==> src/mevs_pkg.sv <==
// Package for the MIDI event byte serializer: event and frame types and
// the constants of the variable-length quantity encoding. No dependencies.
`timescale 1ns / 1ps

package mevs_pkg;

   localparam int unsigned ByteWidth  = 8;
   localparam int unsigned MaxBytes   = 8;
   localparam int unsigned MaxGroups  = 5;
   localparam int unsigned GroupWidth = 7;
   localparam int unsigned CountWidth = $clog2(MaxBytes + 1);
   localparam int unsigned ReqWidth   = 64;

   localparam logic [GroupWidth-1:0] VlqMask = 7'd127;
   localparam logic [ByteWidth-1:0]  VlqCont = 8'd128;

   typedef struct packed {
      logic [31:0]          delta_time;
      logic [ByteWidth-1:0] status_byte;
      logic [1:0]           data_count;
      logic [ByteWidth-1:0] data_first;
      logic [ByteWidth-1:0] data_second;
   } event_type;

   typedef struct packed {
      logic [MaxBytes-1:0][ByteWidth-1:0] bytes;
      logic [CountWidth-1:0]              count;
   } frame_type;

endpackage

==> src/mevs_encode.sv <==
// Event encoder: splits the delta time into 7-bit groups and lays out all
// bytes of one event in order, with the byte count. Uses mevs_pkg.
`timescale 1ns / 1ps

module mevs_encode
   import mevs_pkg::*;
(
   input  event_type event_in,
   output frame_type frame_out
);

   logic [MaxGroups-1:0][GroupWidth-1:0] groups;
   logic [2:0] num_groups;
   logic [1:0] data_num;

   assign groups[0] = event_in.delta_time[6:0] & VlqMask;
   assign groups[1] = event_in.delta_time[13:7];
   assign groups[2] = event_in.delta_time[20:14];
   assign groups[3] = event_in.delta_time[27:21];
   assign groups[4] = {3'b000, event_in.delta_time[31:28]};

   always_comb begin
      priority if (event_in.delta_time[31:28] != 4'd0) begin
         num_groups = 3'd5;
      end else if (event_in.delta_time[27:21] != 7'd0) begin
         num_groups = 3'd4;
      end else if (event_in.delta_time[20:14] != 7'd0) begin
         num_groups = 3'd3;
      end else if (event_in.delta_time[13:7] != 7'd0) begin
         num_groups = 3'd2;
      end else begin
         num_groups = 3'd1;
      end
   end

   assign data_num = (event_in.data_count == 2'd3) ? 2'd2 : event_in.data_count;

   always_comb begin
      logic [2:0] pos;
      logic [2:0] gidx;
      logic       cont;
      for (int p = 0; p < MaxBytes; p++) begin
         pos  = 3'(p);
         gidx = num_groups - pos - 3'd1;
         cont = (pos != num_groups - 3'd1);
         if (pos < num_groups) begin
            frame_out.bytes[p] = {1'b0, groups[gidx]} | (cont ? VlqCont : '0);
         end else if (pos == num_groups) begin
            frame_out.bytes[p] = event_in.status_byte;
         end else if (pos == num_groups + 3'd1) begin
            frame_out.bytes[p] = event_in.data_first;
         end else begin
            frame_out.bytes[p] = event_in.data_second;
         end
      end
      frame_out.count = CountWidth'(num_groups) + CountWidth'(1) + CountWidth'(data_num);
   end

endmodule

==> src/mevs_serial.sv <==
// Output stage: holds one encoded event and shifts its bytes onto the
// response stream, one per handshake. Uses mevs_pkg.
`timescale 1ns / 1ps

module mevs_serial
   import mevs_pkg::*;
(
   input  logic                 clock,
   input  logic                 reset,
   input  logic                 load,
   input  frame_type            frame_in,
   output logic                 free,
   output logic                 rsp_tvalid,
   input  logic                 rsp_tready,
   output logic [ByteWidth-1:0] rsp_tdata,   // out_byte[7:0]
   output logic                 rsp_tlast
);

   logic                               valid_ff, valid_in;
   logic [CountWidth-1:0]              remain_ff, remain_in;
   logic [MaxBytes-1:0][ByteWidth-1:0] bytes_ff, bytes_in;
   logic                               take;
   logic                               final_byte;

   assign final_byte = (remain_ff == CountWidth'(1));
   assign take       = valid_ff & rsp_tready;
   assign free       = ~valid_ff | (take & final_byte);

   assign rsp_tvalid = valid_ff;
   assign rsp_tdata  = bytes_ff[0];
   assign rsp_tlast  = final_byte;

   always_comb begin
      valid_in  = valid_ff;
      remain_in = remain_ff;
      bytes_in  = bytes_ff;
      if (load) begin
         valid_in  = 1'b1;
         remain_in = frame_in.count;
         bytes_in  = frame_in.bytes;
      end else if (take) begin
         valid_in  = ~final_byte;
         remain_in = remain_ff - CountWidth'(1);
         for (int i = 0; i < MaxBytes - 1; i++) begin
            bytes_in[i] = bytes_ff[i + 1];
         end
      end
   end

   always_ff @(posedge clock) begin
      if (reset) begin
         valid_ff  <= 1'b0;
         remain_ff <= '0;
      end else begin
         valid_ff  <= valid_in;
         remain_ff <= remain_in;
      end
   end

   always_ff @(posedge clock) begin
      bytes_ff <= bytes_in;
   end

endmodule

==> src/midi_event_byte_serializer_core.sv <==
// MIDI event byte serializer: an event request is held in an input register,
// encoded into its byte sequence and streamed out one byte per cycle while
// the receiver is ready. A request passes the input register, then the output
// register, before its first byte appears. An event is 2 to 8 bytes long, set
// by its byte count, and the next request is taken while one streams out.
// Reset (synchronous, active high) empties the input and output registers.
`timescale 1ns / 1ps

module midi_event_byte_serializer_core
   import mevs_pkg::*;
(
   input  logic                 clock,
   input  logic                 reset,
   input  logic                 req_tvalid,
   output logic                 req_tready,
   // delta_time[31:0], status_byte[39:32], data_count[41:40],
   // data_first[49:42], data_second[57:50], zero fill[63:58]
   input  logic [ReqWidth-1:0]  req_tdata,
   output logic                 rsp_tvalid,
   input  logic                 rsp_tready,
   output logic [ByteWidth-1:0] rsp_tdata,   // out_byte[7:0]
   output logic                 rsp_tlast
);

   event_type ev_ff, ev_in;
   logic      ev_valid_ff, ev_valid_in;
   logic      load;
   logic      free;
   logic      accept;
   frame_type frame;

   assign load       = ev_valid_ff & free;
   assign req_tready = ~ev_valid_ff | load;
   assign accept     = req_tvalid & req_tready;

   always_comb begin
      ev_in             = ev_ff;
      ev_valid_in       = ev_valid_ff & ~load;
      if (accept) begin
         ev_in.delta_time  = req_tdata[31:0];
         ev_in.status_byte = req_tdata[39:32];
         ev_in.data_count  = req_tdata[41:40];
         ev_in.data_first  = req_tdata[49:42];
         ev_in.data_second = req_tdata[57:50];
         ev_valid_in       = 1'b1;
      end
   end

   always_ff @(posedge clock) begin
      if (reset) begin
         ev_valid_ff <= 1'b0;
      end else begin
         ev_valid_ff <= ev_valid_in;
      end
   end

   always_ff @(posedge clock) begin
      ev_ff <= ev_in;
   end

   mevs_encode u_encode (
      .event_in  (ev_ff),
      .frame_out (frame)
   );

   mevs_serial u_serial (
      .clock      (clock),
      .reset      (reset),
      .load       (load),
      .frame_in   (frame),
      .free       (free),
      .rsp_tvalid (rsp_tvalid),
      .rsp_tready (rsp_tready),
      .rsp_tdata  (rsp_tdata),
      .rsp_tlast  (rsp_tlast)
   );

endmodule

==> config.mk <==
export PLATFORM = sky130hd
export DESIGN_NAME = midi_event_byte_serializer_core
export DESIGN_NICKNAME = d
export VERILOG_FILES = /design/src/mevs_pkg.sv /design/src/mevs_encode.sv /design/src/mevs_serial.sv /design/src/midi_event_byte_serializer_core.sv
export SDC_FILE = /design/constraint.sdc
export NUM_CORES = 1
export LEC_CHECK = 0
export BUFFER_PORTS_ARGS = -buffer_cell sky130_fd_sc_hd__buf_2
export CORE_MARGIN = 2
export CORE_UTILIZATION = 35
export CTS_CLUSTER_SIZE = 10
export DETAILED_ROUTE_END_ITERATION = 10
export SLEW_MARGIN = 20
export SYNTH_ARGS = -nofsm -noshare
export SYNTH_HDL_FRONTEND = slang
export SYNTH_HIERARCHICAL = 1
export SYNTH_SLANG_ARGS = --single-unit
==> constraint.sdc <==
create_clock -name clock -period 8.72 [get_ports clock]
set_input_delay 1.308 -clock clock [delete_from_list [all_inputs] [get_ports clock]]
set_output_delay 1.308 -clock clock [all_outputs]
set_load 0.01 [all_outputs]
==> summary.txt, run 1 <==
Clock network
  • Worst-Skew Late Latency: 0.43 ns
  • PostCTS Resize Cnt: 0
  • # clock sinks: 128
  • Setup Fix Bufs, Post-CTS: 0
  • Clk slew on worst S/H paths: 0.06 ns
  • CTS Buf Count: 17
  • H-tree Lvls: 4
  • Root Driver: clkbuf_16
  • CTS tree: done
  • Post-CTS Hold Fix Bufs: 0
  • Clk buf depth: 2

Worst hold path
  • Worst hold path type: register to register

Timing
  • Slew Limit Fails: 0
  • Tcrit/Tclk final: 63.11%
  • Final hold vios: 0
  • Clk_skew: 0.01095 ns
  • RSZ-0062 raised after global routing: false
  • Hold WS: 0.5051 ns
  • Setup TNS: 0 ns
  • Setup Viol. Count Final: 0
  • Max transition margin: 25.22%
  • Worst Max-Slew Pin Slew: 1.118 ns
  • Highest Clock Rate: 181.7 MHz
  • Minimum period implied by the final worst setup slack: 5.503 ns

Power
  • Int Pwr: 1.215 mW
  • Total power: 1.641 mW
  • Sw Ratio: 25.98%
  • P_leak: 3.043 nW
  • Clock Power Share: 43.3%
  • Maximum VDD drop: 0.0001620 V
  • Logic pwr share: 9.7%
  • Switch Pwr: 0.4262 mW
  • P per Cell Area: 196.8 mW/mm^2
  • Reg power frac: 47.0%

Route
  • WL met2: 8.794 mm
  • WL/cell: 20.02 microns
  • DRT Pass-1 Iters: 5
  • Met3 routed WL: 1.361 mm
  • Vias: 5453
  • DRT Wirelength: 19.32 mm
  • Drc violations: 0
  • Metal-1 WL: 8.838 mm
  • Highest routed layer: met4
  • Post-DRT Antenna Nets: 0
  • Vias per inst: 5.651
  • DRT iter0 DRCs: 696

Flow run
  • MaxCap Viol Count: 0

Placed design
  • Placed insts: 933
  • Area post-placement: 0.007742 sq mm
  • HPWL Detailed: 12.91 mm
  • Final Wtd Congestion: 0.8726
  • IO buf count: 72

GRT
  • Grt ovf: 0
  • Antenna violations before repair: 0
  • Largest net degree at the start of global routing: 67
  • Number of global-route vias before repair: 5244
  • Global Route Usage Sum: 18.08%
  • First-pass GRT wire length: 30.27 mm

Cells and area
  • Reg area: 0.003784 sq mm
  • Layout cells sized above 1: 26.33%
  • Diodes inserted: 0
  • Filler Cells Inserted: 1904
  • Final Net Count: 759
  • Final non-filler cell area: 0.008337 sq mm
  • Multi-input logic area: 0.003163 sq mm
  • Area Growth Syn to Fin: 15.32%
  • Fin cells: 965

Yosys
  • Synth Instances: 637
  • Seq/Total Area, Yosys: 52.34%
  • Post-synthesis average cell area: 11.35 sq um
  • Post-Syn Area: 0.007229 sq mm
  • Post-synth EDFFs: 122
  • YS warnings: 6
  • Post-synthesis net count: 714
  • Netlist cell types: 54
  • #FFs+latches synth: 128
  • Synth Flop Type: edfxtp_1
  • Post-synthesis async set-or-reset flop share: 0%

Floorplanning
  • # IOs: 79
  • Die Height: 147.7 microns
  • Core area: 0.02023 sq mm
  • Die area: 0.02182 sq mm
  • Starting Density: 35.73%
  • Rows: 52
  • Overall die width: 147.7 microns

Worst setup path
  • CP Class: register to register
  • Worst EP required: 8.90 ns
  • Startpoint types: register
  • CP Capture Type: register
  • Critical path peak fanout: 36
  • Data arrival, critical path: 5.68 ns

Status
  • Status: complete, no violations
-- routing by layer --
| metal | vias up | GRT usage (%) |
|---|---|---|
| met3 | 21 | 3.858 |
| met2 | 259 | 27.63 |
| met4 | 0 | 6.538 |
| met5 | - | 0 |
| li1 | 2530 | - |
| met1 | 2643 | 25.41 |
-- path summary, 6_finish.rpt --
check / start / end / slack (ns) / cells past startpoint
worst max-delay path: ev_ff[54]$_DFFE_PP_ / u_serial/bytes_ff[16]$_DFFE_PP_ / 3.22 / 13
worst min-delay path: ev_valid_ff$_SDFF_PP0_ / ev_valid_ff$_SDFF_PP0_ / 0.51 / 2
worst max register to register: ev_ff[54]$_DFFE_PP_ / u_serial/bytes_ff[16]$_DFFE_PP_ / 3.22 / 13
worst min register to register: ev_valid_ff$_SDFF_PP0_ / ev_valid_ff$_SDFF_PP0_ / 0.51 / 2
-- flip-flops by register name, indices dropped and copies added, names as in the netlist --
signal / flops
ev_ff: 58
ev_valid_ff: 1
u_serial/bytes_ff: 56
u_serial/remain_ff: 4
u_serial/rsp_tdata: 8
u_serial/rsp_tvalid: 1
-- cell families after synthesis --
kind of cell	Yosys count	share of synthesized area, %
compound gates	151	13.90
xor+xnor	3	0.3635
fa+ha+maj	9	1.558
buf+inv	66	4.033
flops	128	52.34
mux	109	16.15
simple gates	171	11.66
-- synthesized netlist by cell type (3+ instances only) --
library cell / n / area (sq um)
buf_1: 3 / 11.26
o311ai_0: 3 / 26.28
mux2_2: 61 / 686.9
a32o_1: 7 / 70.07
nand3_1: 12 / 60.06
buf_2: 11 / 55.05
nor2b_1: 17 / 106.4
nand2_1: 77 / 289.0
a31oi_1: 17 / 106.4
and3_1: 9 / 56.30
or3_1: 4 / 25.02
a32oi_1: 9 / 78.83
nor4_1: 5 / 31.28
nand3b_1: 5 / 37.54
inv_1: 13 / 48.80
a311o_1: 3 / 30.03
a22oi_1: 3 / 22.52
ha_1: 9 / 112.6
nor3_1: 3 / 15.01
edfxtp_1: 122 / 3664
clkbuf_1: 30 / 112.6
a211oi_1: 17 / 127.6
o211ai_1: 8 / 60.06
nor2_1: 23 / 86.33
dfxtp_1: 6 / 120.1
o22ai_1: 9 / 56.30
a21oi_1: 22 / 110.1
mux2i_1: 48 / 480.5
o221ai_1: 3 / 26.28
o21ai_0: 38 / 190.2
buf_4: 8 / 60.06
-- final cells by class --
cell class	count	area share [%]
Sequential cell	128	45.38
Multi-Input combinational cell	443	37.94
Clock buffer	17	5.103
Timing Repair Buffer	78	4.863
Tap cell	270	4.052
Clock inverter	15	2.026
Inverter	14	0.6303
-- placed cells by master (no fill, tap or decap), types with 3 or more instances in the layout --
cell       count
nor2b_1       17
buf_4          6
a21oi_1       22
a32oi_1        9
and3_1         9
edfxtp_1     122
clkinv_4       3
a211oi_1      17
inv_1         13
buf_2         72
inv_6          5
a32o_1         7
o22ai_1        9
o21ai_0       38
a31oi_1       17
a311o_1        3
nand3b_1       5
clkbuf_16     17
a22oi_1        3
ha_1           9
or3_1          4
nor3_1         3
dfxtp_1        6
nand2_1       76
nor4_1         4
nand3_1       12
mux2_2        61
o211ai_1       8
mux2i_1       48
inv_8          4
nor2_1        23
o311ai_0       3
o221ai_1       3
-- power groups by stage --
| stage | Sequential (mW) | Clock [mW] | Combinational, mW |
|---|---|---|---|
| final | 0.771 | 0.711 | 0.159 |
| after global routing | 0.776 | 0.751 | 0.174 |
| after CTS | 0.771 | 0.725 | 0.159 |
| after detailed placement | 0.783 | 0 | 0.157 |
| after global placement | 0.782 | 0 | 0.152 |
| after floorplan | 0.766 | 0 | 0.116 |
-- per-stage QoR --
stage / utilization, % / setup slack (ns)
after floorplan: - / 4.712
after global placement: 38.26 / 3.407
after detailed placement: 38.26 / 3.355
after CTS: 41.20 / 3.309
after global routing: 41.20 / 2.887
final: 41.20 / 3.217
-- worst max-delay path: stages, from the launching register on --
cell	delay (ns)
edfxtp_1	0.46
or4_1	0.54
buf_4	0.28
nor3_4	0.70
o21ai_0	0.47
inv_1	0.18
ha_1	0.17
ha_1	0.47
nor2b_1	0.80
mux2_2	0.41
mux2i_1	0.23
mux2_2	0.21
a31oi_1	0.04
mux2_2	0.27
No activity file was read; power rests on OpenSTA's default activity.
==> run 2: changes to the inputs <==
==> constraint.sdc (replaced) <==
create_clock -name clock -period 4.7 [get_ports clock]
set_input_delay 0.705 -clock clock [delete_from_list [all_inputs] [get_ports clock]]
set_output_delay 0.705 -clock clock [all_outputs]
set_load 0.01 [all_outputs]
==> run 2 against run 1 <==
Design area grew 1.1%. Sequential share of layout area shrank 0.47 points. Clock skew grew 0.0019 ns. Critical path depth is 1 lower.
==> summary.txt, run 2 (synthesis results as in run 1) <==
Timing
  • RSZ-0062 raised after global routing: false
  • Worst Max-Slew Pin Slew: 0.8869 ns
  • Minimum period implied by the final worst setup slack: 4.217 ns
  • Setup Viol. Count Final: 0
  • Final WS setup: 0.4834 ns
  • Max transition margin: 40.87%
  • Highest Clock Rate: 237.2 MHz
  • Setup TNS: 0 ns
  • Tcrit/Tclk final: 89.71%
  • Final hold vios: 0
  • Slew Limit Fails: 0
  • Clk_skew: 0.01286 ns

Worst setup path
  • Data arrival, critical path: 4.39 ns
  • CP Capture Type: register
  • Worst EP required: 4.87 ns
  • Critical path peak fanout: 17
  • Startpoint types: register
  • CP Class: register to register

Clock network
  • Worst-Skew Late Latency: 0.43 ns
  • CTS Buf Count: 17
  • CTS tree: done
  • Post-CTS Hold Fix Bufs: 0
  • Root Driver: clkbuf_16
  • Setup Fix Bufs, Post-CTS: 0
  • Clk slew on worst S/H paths: 0.07 ns
  • H-tree Lvls: 4
  • PostCTS Resize Cnt: 0
  • # clock sinks: 128
  • Clk buf depth: 2

Route
  • WL/cell: 20.12 microns
  • Vias per inst: 5.556
  • Vias: 5445
  • DRT iter0 DRCs: 475
  • DRT Pass-1 Iters: 5
  • Post-DRT Antenna Nets: 0
  • DRT Wirelength: 19.72 mm
  • Drc violations: 0

Power
  • P per Cell Area: 356.5 mW/mm^2
  • Total power: 3.003 mW
  • Maximum VDD drop: 0.0002324 V
  • P_leak: 3.097 nW

Worst hold path
  • Worst hold path type: input pin to register

GRT
  • Largest net degree at the start of global routing: 67
  • Grt ovf: 0
  • Number of global-route vias before repair: 5517
  • First-pass GRT wire length: 31.71 mm
  • Antenna violations before repair: 0
  • Global Route Usage Sum: 18.97%

Floorplanning
  • Die Height: 147.7 microns
  • Rows: 52
  • Overall die width: 147.7 microns
  • Starting Density: 35.73%
  • # IOs: 79
  • Core area: 0.02023 sq mm
  • Die area: 0.02182 sq mm

Cells and area
  • Diodes inserted: 0
  • Largest register FFs: 58
  • Area Growth Syn to Fin: 16.53%
  • Commonest non-fill, non-tap cells in the layout: edfxtp_1, nand2_1, buf_2, mux2_2, mux2i_1
  • Layout cells sized above 1: 27.89%
  • Final Net Count: 774
  • Commonest non-fill, non-tap cell in the layout: edfxtp_1
  • Largest Register: ev_ff
  • Fin util: 41.63%

Placed design
  • HPWL Detailed: 13.80 mm
  • Pre-CTS setup slack: 0.5295 ns
  • IO buf count: 72
  • Final Wtd Congestion: 0.8991

Flow run
  • MaxCap Viol Count: 0

Status
  • Status: complete, no violations
-- run 2: cell count changes in the layout (fill, tap and decap cells not counted) --
| cell | before | now |
|---|---|---|
| buf_4 | 6 | 21 |
| clkinv_4 | 3 | 0 |
| clkinvlp_4 | 1 | 4 |
| bufinv_16 | 1 | 0 |
| inv_6 | 5 | 6 |
-- run 2: worst paths after layout --
path                                     end  depth (start not counted)  slack, ns                    from
min                      ev_ff[52]$_DFFE_PP_                          1       0.45           req_tdata[26]
min reg2reg           ev_valid_ff$_SDFF_PP0_                          2       0.50  ev_valid_ff$_SDFF_PP0_
max reg2reg  u_serial/bytes_ff[37]$_DFFE_PP_                         12       0.48     ev_ff[54]$_DFFE_PP_
max          u_serial/bytes_ff[37]$_DFFE_PP_                         12       0.48     ev_ff[54]$_DFFE_PP_
-- run 2: critical path, cell delays in order (launching register included) --
cell      delay [ns]
edfxtp_1        0.46
or4_1           0.72
nor3_4          0.31
buf_4           0.20
inv_2           0.17
ha_1            0.35
buf_4           0.21
inv_1           0.27
a21oi_1         0.15
mux2i_1         0.53
nor2b_1         0.22
o22ai_1         0.09
mux2_2          0.28
-- run 2: power by group --
part           internal, mW  switching [mW]
Sequential             1.36          0.0702
Clock                 0.702           0.576
Combinational         0.139           0.156
Total                  2.20           0.802
-- run 2: routing by layer --
| metal | vias up | GRT usage, % | part of all wire [%] |
|---|---|---|---|
| met2 | 230 | 29.72 | 46 |
| met3 | 31 | 3.858 | 6.9 |
| met5 | - | 0 | 0 |
| met1 | 2628 | 25.89 | 45 |
| li1 | 2556 | - | - |
| met4 | 0 | 7.548 | 2.5 |
-- run 2: final cells by class --
| cell class | instances | area (sq um) |
|---|---|---|
| Fill cell | 1910 | 11810 |
| Sequential cell | 128 | 3784 |
| Multi-Input combinational cell | 443 | 3163 |
| Timing Repair Buffer | 93 | 518.0 |
| Clock buffer | 17 | 425.4 |
| Tap cell | 270 | 337.8 |
| Clock inverter | 15 | 143.9 |
| Inverter | 14 | 52.55 |
-- run 2: metrics by stage --
stage,area (sq um),hold slack (ns),instances
6_report,8424,0.4465,980
5_1_grt,8424,0.4240,980
4_1_cts,8424,0.4282,980
3_5_place_dp,7855,0.5000,948
3_3_place_gp,7855,0.4891,948
2_1_floorplan,7229,0.4789,637
